### config.mk
export PLATFORM = sky130hd
export DESIGN_NAME = refill_level_controller
export DESIGN_NICKNAME = d
export VERILOG_FILES = /design/src/sv/rlc_pkg.sv /design/src/sv/rlc_step.sv /design/src/sv/refill_level_controller.sv
export SDC_FILE = /design/constraint.sdc
export NUM_CORES = 1
export LEC_CHECK = 0
export BUFFER_PORTS_ARGS = -buffer_cell sky130_fd_sc_hd__buf_2
export CAP_MARGIN = 15
export CORE_ASPECT_RATIO = 0.7
export CORE_MARGIN = 4
export CORE_UTILIZATION = 49
export DETAILED_ROUTE_END_ITERATION = 10
export GPL_TIMING_DRIVEN = 0
export PLACE_DENSITY = 0.67
export SKIP_LAST_GASP = 1
export SYNTH_ARGS = -nofsm -noshare
export SYNTH_HDL_FRONTEND = slang
export SYNTH_SLANG_ARGS = --single-unit
### constraint.sdc
create_clock -name clk -period 10.9 [get_ports clk]
set_input_delay 0.545 -clock clk [delete_from_list [all_inputs] [get_ports clk]]
set_output_delay 0.545 -clock clk [all_outputs]
set_load 0.01 [all_outputs]
### src/sv/rlc_pkg.sv
// ----------------------------------------------------------------------------
// rlc_pkg
// Types and constants shared by the refill level controller modules.
// ----------------------------------------------------------------------------
package rlc_pkg;

  localparam int SEC_W = 10;
  localparam int SEL_W = 5;
  localparam int MS_W  = 32;

  typedef enum logic [2:0] {
    MODE_OK       = 3'd0,
    MODE_DEBOUNCE = 3'd1,
    MODE_REFILL   = 3'd2,
    MODE_OVERRUN  = 3'd3,
    MODE_TIMEOUT  = 3'd4
  } mode_t;

  typedef enum logic [1:0] {
    PUMP_KEEP = 2'd0,
    PUMP_OFF  = 2'd1,
    PUMP_ON   = 2'd2
  } pump_t;

  typedef enum logic [1:0] {
    ST_NO_SENSOR = 2'd0,
    ST_HALTED    = 2'd1,
    ST_STEPPED   = 2'd2,
    ST_REARMED   = 2'd3
  } status_t;

  typedef enum logic {
    CMD_POLL  = 1'b0,
    CMD_REARM = 1'b1
  } cmd_t;

  typedef enum logic [1:0] {
    CFG_DEBOUNCE = 2'd0,
    CFG_OVERRUN  = 2'd1,
    CFG_TIMEOUT  = 2'd2,
    CFG_SENSOR   = 2'd3
  } cfg_idx_t;

  typedef struct packed {
    status_t status;
    pump_t   pump;
    mode_t   mode;
    logic    take_now;
  } step_t;

endpackage

### src/sv/rlc_step.sv
// ----------------------------------------------------------------------------
// rlc_step
// Next mode, pump command and status for one item of the refill machine.
// ----------------------------------------------------------------------------
module rlc_step import rlc_pkg::*; #(
  parameter int LIM_W = 30
) (
  input  mode_t             mode,
  input  logic [MS_W-1:0]   last_ms,
  input  logic              sensor_ok,
  input  logic [LIM_W-1:0]  lim_debounce,
  input  logic [LIM_W-1:0]  lim_overrun,
  input  logic [LIM_W-1:0]  lim_timeout,
  input  cmd_t              command,
  input  logic              high,
  input  logic [MS_W-1:0]   now_ms,
  output step_t             res
);

  localparam int CMP_W = (LIM_W > MS_W) ? LIM_W : MS_W;

  logic [MS_W-1:0]  delta;
  logic [CMP_W-1:0] delta_x;
  logic             over_deb;
  logic             over_ovr;
  logic             over_tmo;

  assign delta    = now_ms - last_ms;
  assign delta_x  = CMP_W'(delta);
  assign over_deb = delta_x > CMP_W'(lim_debounce);
  assign over_ovr = delta_x > CMP_W'(lim_overrun);
  assign over_tmo = delta_x > CMP_W'(lim_timeout);

  always_comb begin
    res.status   = ST_STEPPED;
    res.pump     = PUMP_KEEP;
    res.mode     = mode;
    res.take_now = 1'b0;
    if (command == CMD_REARM) begin
      res.status = ST_REARMED;
      res.mode   = MODE_OK;
    end else if (!sensor_ok) begin
      res.status = ST_NO_SENSOR;
    end else begin
      unique case (mode)
        MODE_OK: begin
          res.pump = PUMP_OFF;
          if (high) begin
            res.mode     = MODE_DEBOUNCE;
            res.take_now = 1'b1;
          end
        end
        MODE_DEBOUNCE: begin
          if (high && over_deb) begin
            res.pump     = PUMP_ON;
            res.mode     = MODE_REFILL;
            res.take_now = 1'b1;
          end else if (!high) begin
            res.mode = MODE_OK;
          end
        end
        MODE_REFILL: begin
          if (!high) begin
            res.mode     = MODE_OVERRUN;
            res.take_now = 1'b1;
          end else if (over_tmo) begin
            res.mode = MODE_TIMEOUT;
            res.pump = PUMP_OFF;
          end
        end
        MODE_OVERRUN: begin
          if (!high && over_ovr) begin
            res.mode = MODE_OK;
            res.pump = PUMP_OFF;
          end else if (high) begin
            res.mode = MODE_REFILL;
          end
        end
        default: begin
          res.status = ST_HALTED;
        end
      endcase
    end
  end

endmodule

### src/sv/refill_level_controller.sv
// An item taken into the input register is loaded into the result register once
// that register is empty or being read; its result is then offered on out_valid.
// Throughput: one item per cycle with no gaps; the input stalls only while both
// the input register and the result register hold items and out_stall is high.
// Reset sets the mode to ok, the last switch time to zero and the hold limits
// and sensor select to their defaults; no clearing pass is needed.
// ----------------------------------------------------------------------------
// refill_level_controller
// Five-mode refill machine driven by timestamped level-sensor polls.
// ----------------------------------------------------------------------------
module refill_level_controller import rlc_pkg::*; #(
  parameter int MS_PER_SECOND = 1000,
  parameter int SENSOR_COUNT  = 16
) (
  input  logic              clk,
  input  logic              rst_n,
  input  logic              cfg_we,
  input  logic [1:0]        cfg_index,
  input  logic [SEC_W-1:0]  cfg_wdata,
  input  logic              in_valid,
  output logic              in_stall,
  input  logic              in_command,
  input  logic              in_sensor_high,
  input  logic [MS_W-1:0]   in_now_ms,
  output logic              out_valid,
  input  logic              out_stall,
  output logic [1:0]        out_status,
  output logic [1:0]        out_pump_command,
  output logic [2:0]        out_mode
);

  localparam int LIM_W = SEC_W + $clog2(MS_PER_SECOND + 1);
  localparam logic [LIM_W-1:0] MS_K = LIM_W'(MS_PER_SECOND);

  logic [LIM_W-1:0] lim_deb_r;
  logic [LIM_W-1:0] lim_ovr_r;
  logic [LIM_W-1:0] lim_tmo_r;
  logic [SEL_W-1:0] sel_r;
  logic             sensor_ok;

  logic             s1_vld_r;
  cmd_t             s1_cmd_r;
  logic             s1_high_r;
  logic [MS_W-1:0]  s1_now_r;
  logic             s1_adv;
  logic             in_take;

  mode_t            mode_r;
  mode_t            mode_nxt;
  logic [MS_W-1:0]  last_ms_r;
  logic [MS_W-1:0]  last_ms_nxt;
  step_t            step;

  logic             out_vld_r;
  status_t          out_status_r;
  pump_t            out_pump_r;
  mode_t            out_mode_r;

  always_ff @(posedge clk) begin
    if (!rst_n) begin
      lim_deb_r <= LIM_W'(3 * MS_PER_SECOND);
      lim_ovr_r <= LIM_W'(10 * MS_PER_SECOND);
      lim_tmo_r <= LIM_W'(30 * MS_PER_SECOND);
      sel_r     <= '1;
    end else if (cfg_we) begin
      unique case (cfg_idx_t'(cfg_index))
        CFG_DEBOUNCE: lim_deb_r <= LIM_W'(cfg_wdata) * MS_K;
        CFG_OVERRUN:  lim_ovr_r <= LIM_W'(cfg_wdata) * MS_K;
        CFG_TIMEOUT:  lim_tmo_r <= LIM_W'(cfg_wdata) * MS_K;
        CFG_SENSOR:   sel_r     <= cfg_wdata[SEL_W-1:0];
        default: begin
        end
      endcase
    end
  end

  assign sensor_ok = !sel_r[SEL_W-1] &&
                     (32'(sel_r[SEL_W-2:0]) < 32'(SENSOR_COUNT));

  assign s1_adv   = s1_vld_r && (!out_vld_r || !out_stall);
  assign in_stall = s1_vld_r && !s1_adv;
  assign in_take  = in_valid && !in_stall;

  always_ff @(posedge clk) begin
    if (!rst_n) begin
      s1_vld_r <= 1'b0;
    end else if (in_take) begin
      s1_vld_r <= 1'b1;
    end else if (s1_adv) begin
      s1_vld_r <= 1'b0;
    end
  end

  always_ff @(posedge clk) begin
    if (in_take) begin
      s1_cmd_r  <= cmd_t'(in_command);
      s1_high_r <= in_sensor_high;
      s1_now_r  <= in_now_ms;
    end
  end

  rlc_step #(
    .LIM_W (LIM_W)
  ) u_step (
    .mode         (mode_r),
    .last_ms      (last_ms_r),
    .sensor_ok    (sensor_ok),
    .lim_debounce (lim_deb_r),
    .lim_overrun  (lim_ovr_r),
    .lim_timeout  (lim_tmo_r),
    .command      (s1_cmd_r),
    .high         (s1_high_r),
    .now_ms       (s1_now_r),
    .res          (step)
  );

  always_comb begin
    mode_nxt    = mode_r;
    last_ms_nxt = last_ms_r;
    if (s1_adv) begin
      mode_nxt = step.mode;
      if (step.take_now) begin
        last_ms_nxt = s1_now_r;
      end
    end
  end

  always_ff @(posedge clk) begin
    if (!rst_n) begin
      mode_r    <= MODE_OK;
      last_ms_r <= '0;
    end else begin
      mode_r    <= mode_nxt;
      last_ms_r <= last_ms_nxt;
    end
  end

  always_ff @(posedge clk) begin
    if (!rst_n) begin
      out_vld_r <= 1'b0;
    end else if (s1_adv) begin
      out_vld_r <= 1'b1;
    end else if (!out_stall) begin
      out_vld_r <= 1'b0;
    end
  end

  always_ff @(posedge clk) begin
    if (s1_adv) begin
      out_status_r <= step.status;
      out_pump_r   <= step.pump;
      out_mode_r   <= step.mode;
    end
  end

  assign out_valid        = out_vld_r;
  assign out_status       = out_status_r;
  assign out_pump_command = out_pump_r;
  assign out_mode         = out_mode_r;

  a_adv_fills_out: assert property (@(posedge clk) disable iff (!rst_n)
    s1_adv |=> out_vld_r)
    else $error("result register not loaded after advance");

  a_stall_only_full: assert property (@(posedge clk) disable iff (!rst_n)
    in_stall |-> s1_vld_r)
    else $error("input stalled with an empty input register");

  a_pump_on_refill: assert property (@(posedge clk) disable iff (!rst_n)
    (out_vld_r && out_pump_r == PUMP_ON) |-> out_mode_r == MODE_REFILL)
    else $error("pump driven on outside refill mode");

  a_timeout_holds: assert property (@(posedge clk) disable iff (!rst_n)
    ($past(rst_n) && $past(mode_r) == MODE_TIMEOUT &&
     !($past(s1_adv) && $past(s1_cmd_r) == CMD_REARM)) |-> mode_r == MODE_TIMEOUT)
    else $error("timeout mode left without a rearm");

endmodule

# Word level (Yosys, flattened, before mapping)
# Cells that the tools add are included.
[op_classes]
n_addsub = 1
multipliers = 1
div = 0
n_lt_le_gt_ge = 3
n_eq_ne = 7
shift = 0
n_mux = 23
bitwise_logic = 0
n_reduce_logical = 21
[op_table]
columns = ["op", "n"]
rows = [
  ["$gt A32 B20 Y1", 3],
  ["$sub A32 B32 Y32", 1],
  ["$pmux W5 S4", 1],
  ["$mux W3", 6],
  ["$mul A10 B7 Y17 const B", 1],
  ["$mux W4", 3],
  ["$reduce_and A2 Y1", 5],
  ["$mux W1", 9],
  ["$eq A3 B2 Y1 const B", 2],
  ["$mux W2", 3],
  ["$logic_and A1 B1 Y1", 5],
  ["$logic_not A1 Y1", 5],
  ["$eq A2 B2 Y1 const B", 2],
  ["$reduce_or A4 Y1", 1],
  ["$eq A3 B1 Y1 const B", 1],
  ["$logic_not A3 Y1", 1],
  ["$pmux W1 S3", 1],
  ["$eq A2 B1 Y1 const B", 1],
  ["$logic_not A2 Y1", 1],
  ["$ne A2 B1 Y1 const B", 1],
  ["$reduce_bool A2 Y1", 1],
  ["$reduce_or A2 Y1", 1],
  ["$logic_or A1 B1 Y1", 1],
]
[totals]
reg_bits = 134
latchBits = 0
ramBits = 0
mem_bits_ro = 0
in_bits = 51
output_inout_bits = 9
elab_cells = 70
n_memories = 0

# Logic depth before layout (Yosys ltp)
[logic_depth]
word_depth = 8
ltp_mapped = 24
mapped_depth_nobuf = 22

# Hierarchy
# A second synthesis with hierarchy kept.
[hier_totals]
cells_unflattened = 1170
hier_area_um2 = 10035.9
[by_module_without_submodules]
columns = ["mod", "instances", "cells_per_inst", "area_per_inst_um2", "seq_area_each_um2"]
rows = [
  ["refill_level_controller", 1, 639, 6392.4, 3012.9],
  ["rlc_step", 1, 531, 3643.5, 0.0],
]

# Least setup slack after synthesis
# No wires, ideal clock.
[synth_timing]
path_kind = "input-to-reg"
start = "in cfg_wdata[0]"
end = "reg lim_ovr_r[19]"
setup_ns = 0.131
arrival_time_ns = 4.435
t_required_ns = 10.769
slack_ns = 6.333
cell_stages = 16
path_buffers = 0
path_cell_list = "fa_1 -> inv_1 -> fa_1 -> fa_1 -> inv_1 -> fa_1 -> ha_1 -> inv_1 -> o21bai_1 -> a21o_1 -> a21oi_1 -> o21ai_0 -> o41ai_1 -> mux2i_1 -> o21ai_0 -> o21ai_0"
[synth_via]
elab_chain_cells = 1
[synth_rtl]
columns = ["item", "line_no", "source"]
rows = [
  ["start: declaration", "refill_level_controller.sv:19", "input logic [SEC_W-1:0] cfg_wdata,"],
  ["$mul A10 B7 Y17", "refill_level_controller.sv:68", "CFG_OVERRUN: lim_ovr_r <= LIM_W'(cfg_wdata) * MS_K;"],
  ["end signal: assignment", "refill_level_controller.sv:62", "lim_ovr_r <= LIM_W'(10 * MS_PER_SECOND);"],
  ["end signal: assignment", "refill_level_controller.sv:68", ""],
  ["end: declaration", "refill_level_controller.sv:36", "logic [LIM_W-1:0] lim_ovr_r;"],
]
# Every way passes these cells.
# A chain may end at the register's enable or synchronous reset.

# Worst setup path after layout
[layout_timing]
start = "in cfg_wdata[0]"
end = "reg lim_deb_r[19]"
[layout_via]
elab_chain_cells = 1
[layout_rtl]
columns = ["item", "line_no", "source"]
rows = [
  ["$mul A10 B7 Y17", "refill_level_controller.sv:67", "CFG_DEBOUNCE: lim_deb_r <= LIM_W'(cfg_wdata) * MS_K;"],
  ["end signal: assignment", "refill_level_controller.sv:61", "lim_deb_r <= LIM_W'(3 * MS_PER_SECOND);"],
  ["end signal: assignment", "refill_level_controller.sv:67", ""],
  ["end: declaration", "refill_level_controller.sv:35", "logic [LIM_W-1:0] lim_deb_r;"],
]
# Every way passes these cells.

==> flow_metrics.py <==
metrics = {
    "final_layout": {
        "n_antenna_cell": 0,
        "stdcell_area_sq_um": 10800,
        "area_delta_synth_final_pct": 12.8,
        "drive_gt1_frac": 0.0977,
        "fin_nets": 1359,
        "final_cells": 1431,
    },
    "yosys": {
        "syn_nets": 1281,
        "synth-simple-area-share": 0.151,
        "synthArstFlopShare": 0,
        "synth_seq_area_share": 0.315,
        "synthCells": 1076,
        "yosys-top-cells-count": "nand2_1, ha_1, inv_1",
        "synth_top_area_frac": 0.186,
        "yosysTopAreaCell": "dfxtp_1",
        "avgSynthCellArea_sq_um": 8.88,
        "netlist_area_sq_um": 9560,
        "synth_edf_count": 41,
        "netlist_top_cells_area": "dfxtp_1, ha_1, edfxtp_1, nand2_1, fa_1",
        "ys_types": 65,
        "synth_top_family_by_area": "adder cells",
        "synthAdderAreaFrac": 0.226,
        "synth_compound_area_frac": 0.173,
        "synth_xor_area_frac": 0.0330,
        "synth_most_common_cell": "nand2_1",
        "ys_ff_latch": 130,
        "synthMuxAreaShare": 0.0378,
        "yosysWarnings": 0,
        "synth_ff_type": "dfxtp_1",
    },
    "min_path": {
        "hold_path_depth": 1,
        "worst_hold_path_type": "primary input to flop",
    },
    "global_routing": {
        "antenna_found_initial": 0,
        "grt_usage": 0.213,
        "grt_max_degree": 33,
        "grt_pass1_wl_um": 37600,
        "first_global_vias": 7331,
        "grt.overflow.total": 0,
    },
    "die": {
        "chipHeight_um": 125,
        "core_sq_um": 19000,
        "start_util": 0.502,
        "die_x_um": 175,
        "io_pins": 60,
        "die_area_sq_um": 21800,
        "row_count": 42,
    },
    "cts": {
        "clk_latency_ns": 0.42,
        "post-cts-setup-buffer-count": 0,
        "clkSlewWorstSetupHoldPaths_ns": 0.06,
        "cts_made_buffers": 17,
        "clock_path_buffers": 2,
        "cts_max_level": 4,
        "ctsHoldBuffers": 0,
        "cts_resized": 0,
        "cts_sinks": 130,
        "tritoncts": "built",
        "root_buffer": "clkbuf_16",
    },
    "sta": {
        "rsz0062_at_grt": "false",
        "final.setup.tns_ns": 0,
        "hold_viol": 0,
        "finClkSkew_ns": 0.0103,
        "fin_ws_ns": 5.53,
        "fin_crit_ns": 5.37,
        "maxSlewHeadroom": 0.237,
        "final_max_slew_viol_count": 0,
        "min_period_over_period": 0.493,
        "fmax_mhz": 186,
        "worstMarginPinSlew_ns": 1.14,
        "finalSetupViolations": 0,
    },
    "power_and_ir_drop": {
        "power_density_nw_per_um2": 170,
        "p_leak_nw": 4.57,
        "irDropWorstVdd_v": 0.000111,
    },
    "drt": {
        "drtPass1Iterations": 5,
        "drt-initial-drc-count": 648,
        "dr_total_vias": 7800,
        "wl_um": 23100,
        "route.detailed.drc": 0,
        "routed_via_density": 5.45,
        "routedWlPerCell_um": 16.1,
        "ant_nets": 0,
    },
    "placed_design": {
        "dp_cells": 1399,
        "dp_slack_ns": 5.14,
        "hpwl_um": 18000,
        "gp_congestion": 0.935,
        "place_area_sq_um": 10200,
        "io_buffers": 58,
    },
    "setup_path": {
        "worst-endpoint-arrival_ns": 5.64,
        "cp.required_ns": 11.16,
        "cp_common_cell": "fa_1",
        "endpoint_kind": "flop",
        "worstPathCellList": "buf_2, fa_1, inv_1, fa_1, fa_1, inv_1, fa_1, ha_1, inv_1, o21bai_1, a21o_1, a21oi_1, o21ai_0, o41ai_1, mux2i_1, o21ai_0, o21ai_0",
        "critPathKind": "primary input to flop",
        "rr_worst_depth": 21,
        "max_stage_delay_ns": 0.68,
        "crit_fanout": 7,
        "worstSetupStartpointType": "primary input",
        "slowest_stage": "o21ai_0",
    },
    "outcome": {
        "status": "finished, final reports clean",
    },
    "job": {
        "cap_violations": 0,
    },
}
## layout make-up
| cell class | count | area, sq um |
|---|---|---|
| Clock inverter | 13 | 126 |
| Tap cell | 264 | 330 |
| Inverter | 120 | 450 |
| Buffer | 35 | 165 |
| Sequential cell | 130 | 3010 |
| Clock buffer | 19 | 453 |
| Fill cell | 1738 | 8240 |
| Timing Repair Buffer | 59 | 310 |
| Multi-Input combinational cell | 791 | 5940 |
## final timing paths
path,start,end,slack (ns)
min reg2reg,last_ms_r[4]$_SDFFE_PN0P_,last_ms_r[4]$_SDFFE_PN0P_,0.46
max,cfg_wdata[0],lim_deb_r[19]$_SDFFE_PN0P_,5.53
max reg2reg,s1_now_r[4]$_DFFE_PP_,out_mode[1]$_DFFE_PP_,6.03
min,in_now_ms[14],s1_now_r[14]$_DFFE_PP_,0.29
## flip-flops by register name, indices dropped and copies added (netlist names)
register and flops:
s1_now_r 32, out_status 2, mode_r 3, out_pump_command 2
s1_cmd_r 1, lim_deb_r 17, s1_high_r 1, sel_r 1
last_ms_r 32, lim_ovr_r 17, out_mode 3, s1_vld_r 1
out_valid 1, lim_tmo_r 17
## power by group
group / internal [mW] / switching, mW / total [mW]
Clock: 0.329 / 0.234 / 0.564
Combinational: 0.276 / 0.443 / 0.719
Sequential: 0.536 / 0.0186 / 0.555
## logic make-up after synthesis
| group | Yosys count |
|---|---|
| compound gates | 243 |
| xor+xnor | 36 |
| fa+ha+maj | 154 |
| buf+inv | 155 |
| flops | 130 |
| mux | 36 |
| simple gates | 322 |
## layer usage
metal | GRT usage | share of wire | up-vias
li1 | - | - | 3896
met5 | 0 | 0 | -
met2 | 0.297 | 0.40 | 223
met3 | 0.0452 | 0.070 | 25
met4 | 0.0439 | 0.013 | 0
met1 | 0.336 | 0.52 | 3656
## worst max-delay path, delay by kind of cell
family,cells,cell delay (ns)
buf+inv,4,0.38
mux,1,0.14
fa+ha+maj,5,2.39
compound gates,7,2.17
## metrics by stage
stage                     total power [mW]  hold slack [ns]   util
after detailed placement              1.27            0.448  0.536
after CTS                             1.84            0.285  0.567
after floorplan                       1.06            0.435      -
final                                 1.84            0.294  0.567
after global routing                  1.96            0.279  0.567
after global placement                1.26            0.443  0.535
## cell usage in the layout (no fill, tap or decap), types with 3 or more instances in the layout
cell type,synthesis,final
fa_1,31,31
xnor2_1,26,26
nor2_1,45,45
inv_1,120,120
o31ai_1,3,3
a21boi_0,28,28
inv_6,0,4
a31oi_1,5,5
mux2i_1,35,35
and3_1,3,3
o221a_2,3,3
clkbuf_16,0,17
nand2_1,172,172
nand4_1,17,17
or2_2,6,6
o21ai_0,37,37
nor2b_1,7,6
clkinv_4,0,3
or3_1,4,4
nor3_1,14,14
o21bai_1,11,11
a21oi_1,51,51
and2_1,5,5
nand2b_1,10,10
clkinvlp_4,0,4
o211ai_1,31,31
buf_2,3,61
clkbuf_1,28,28
dfxtp_1,89,89
nand3_1,28,28
xor2_1,10,10
edfxtp_1,41,41
a211oi_1,4,4
o21a_1,11,11
a21o_1,32,32
ha_1,123,123
buf_6,4,4
No activity file was read; power rests on OpenSTA's default activity.
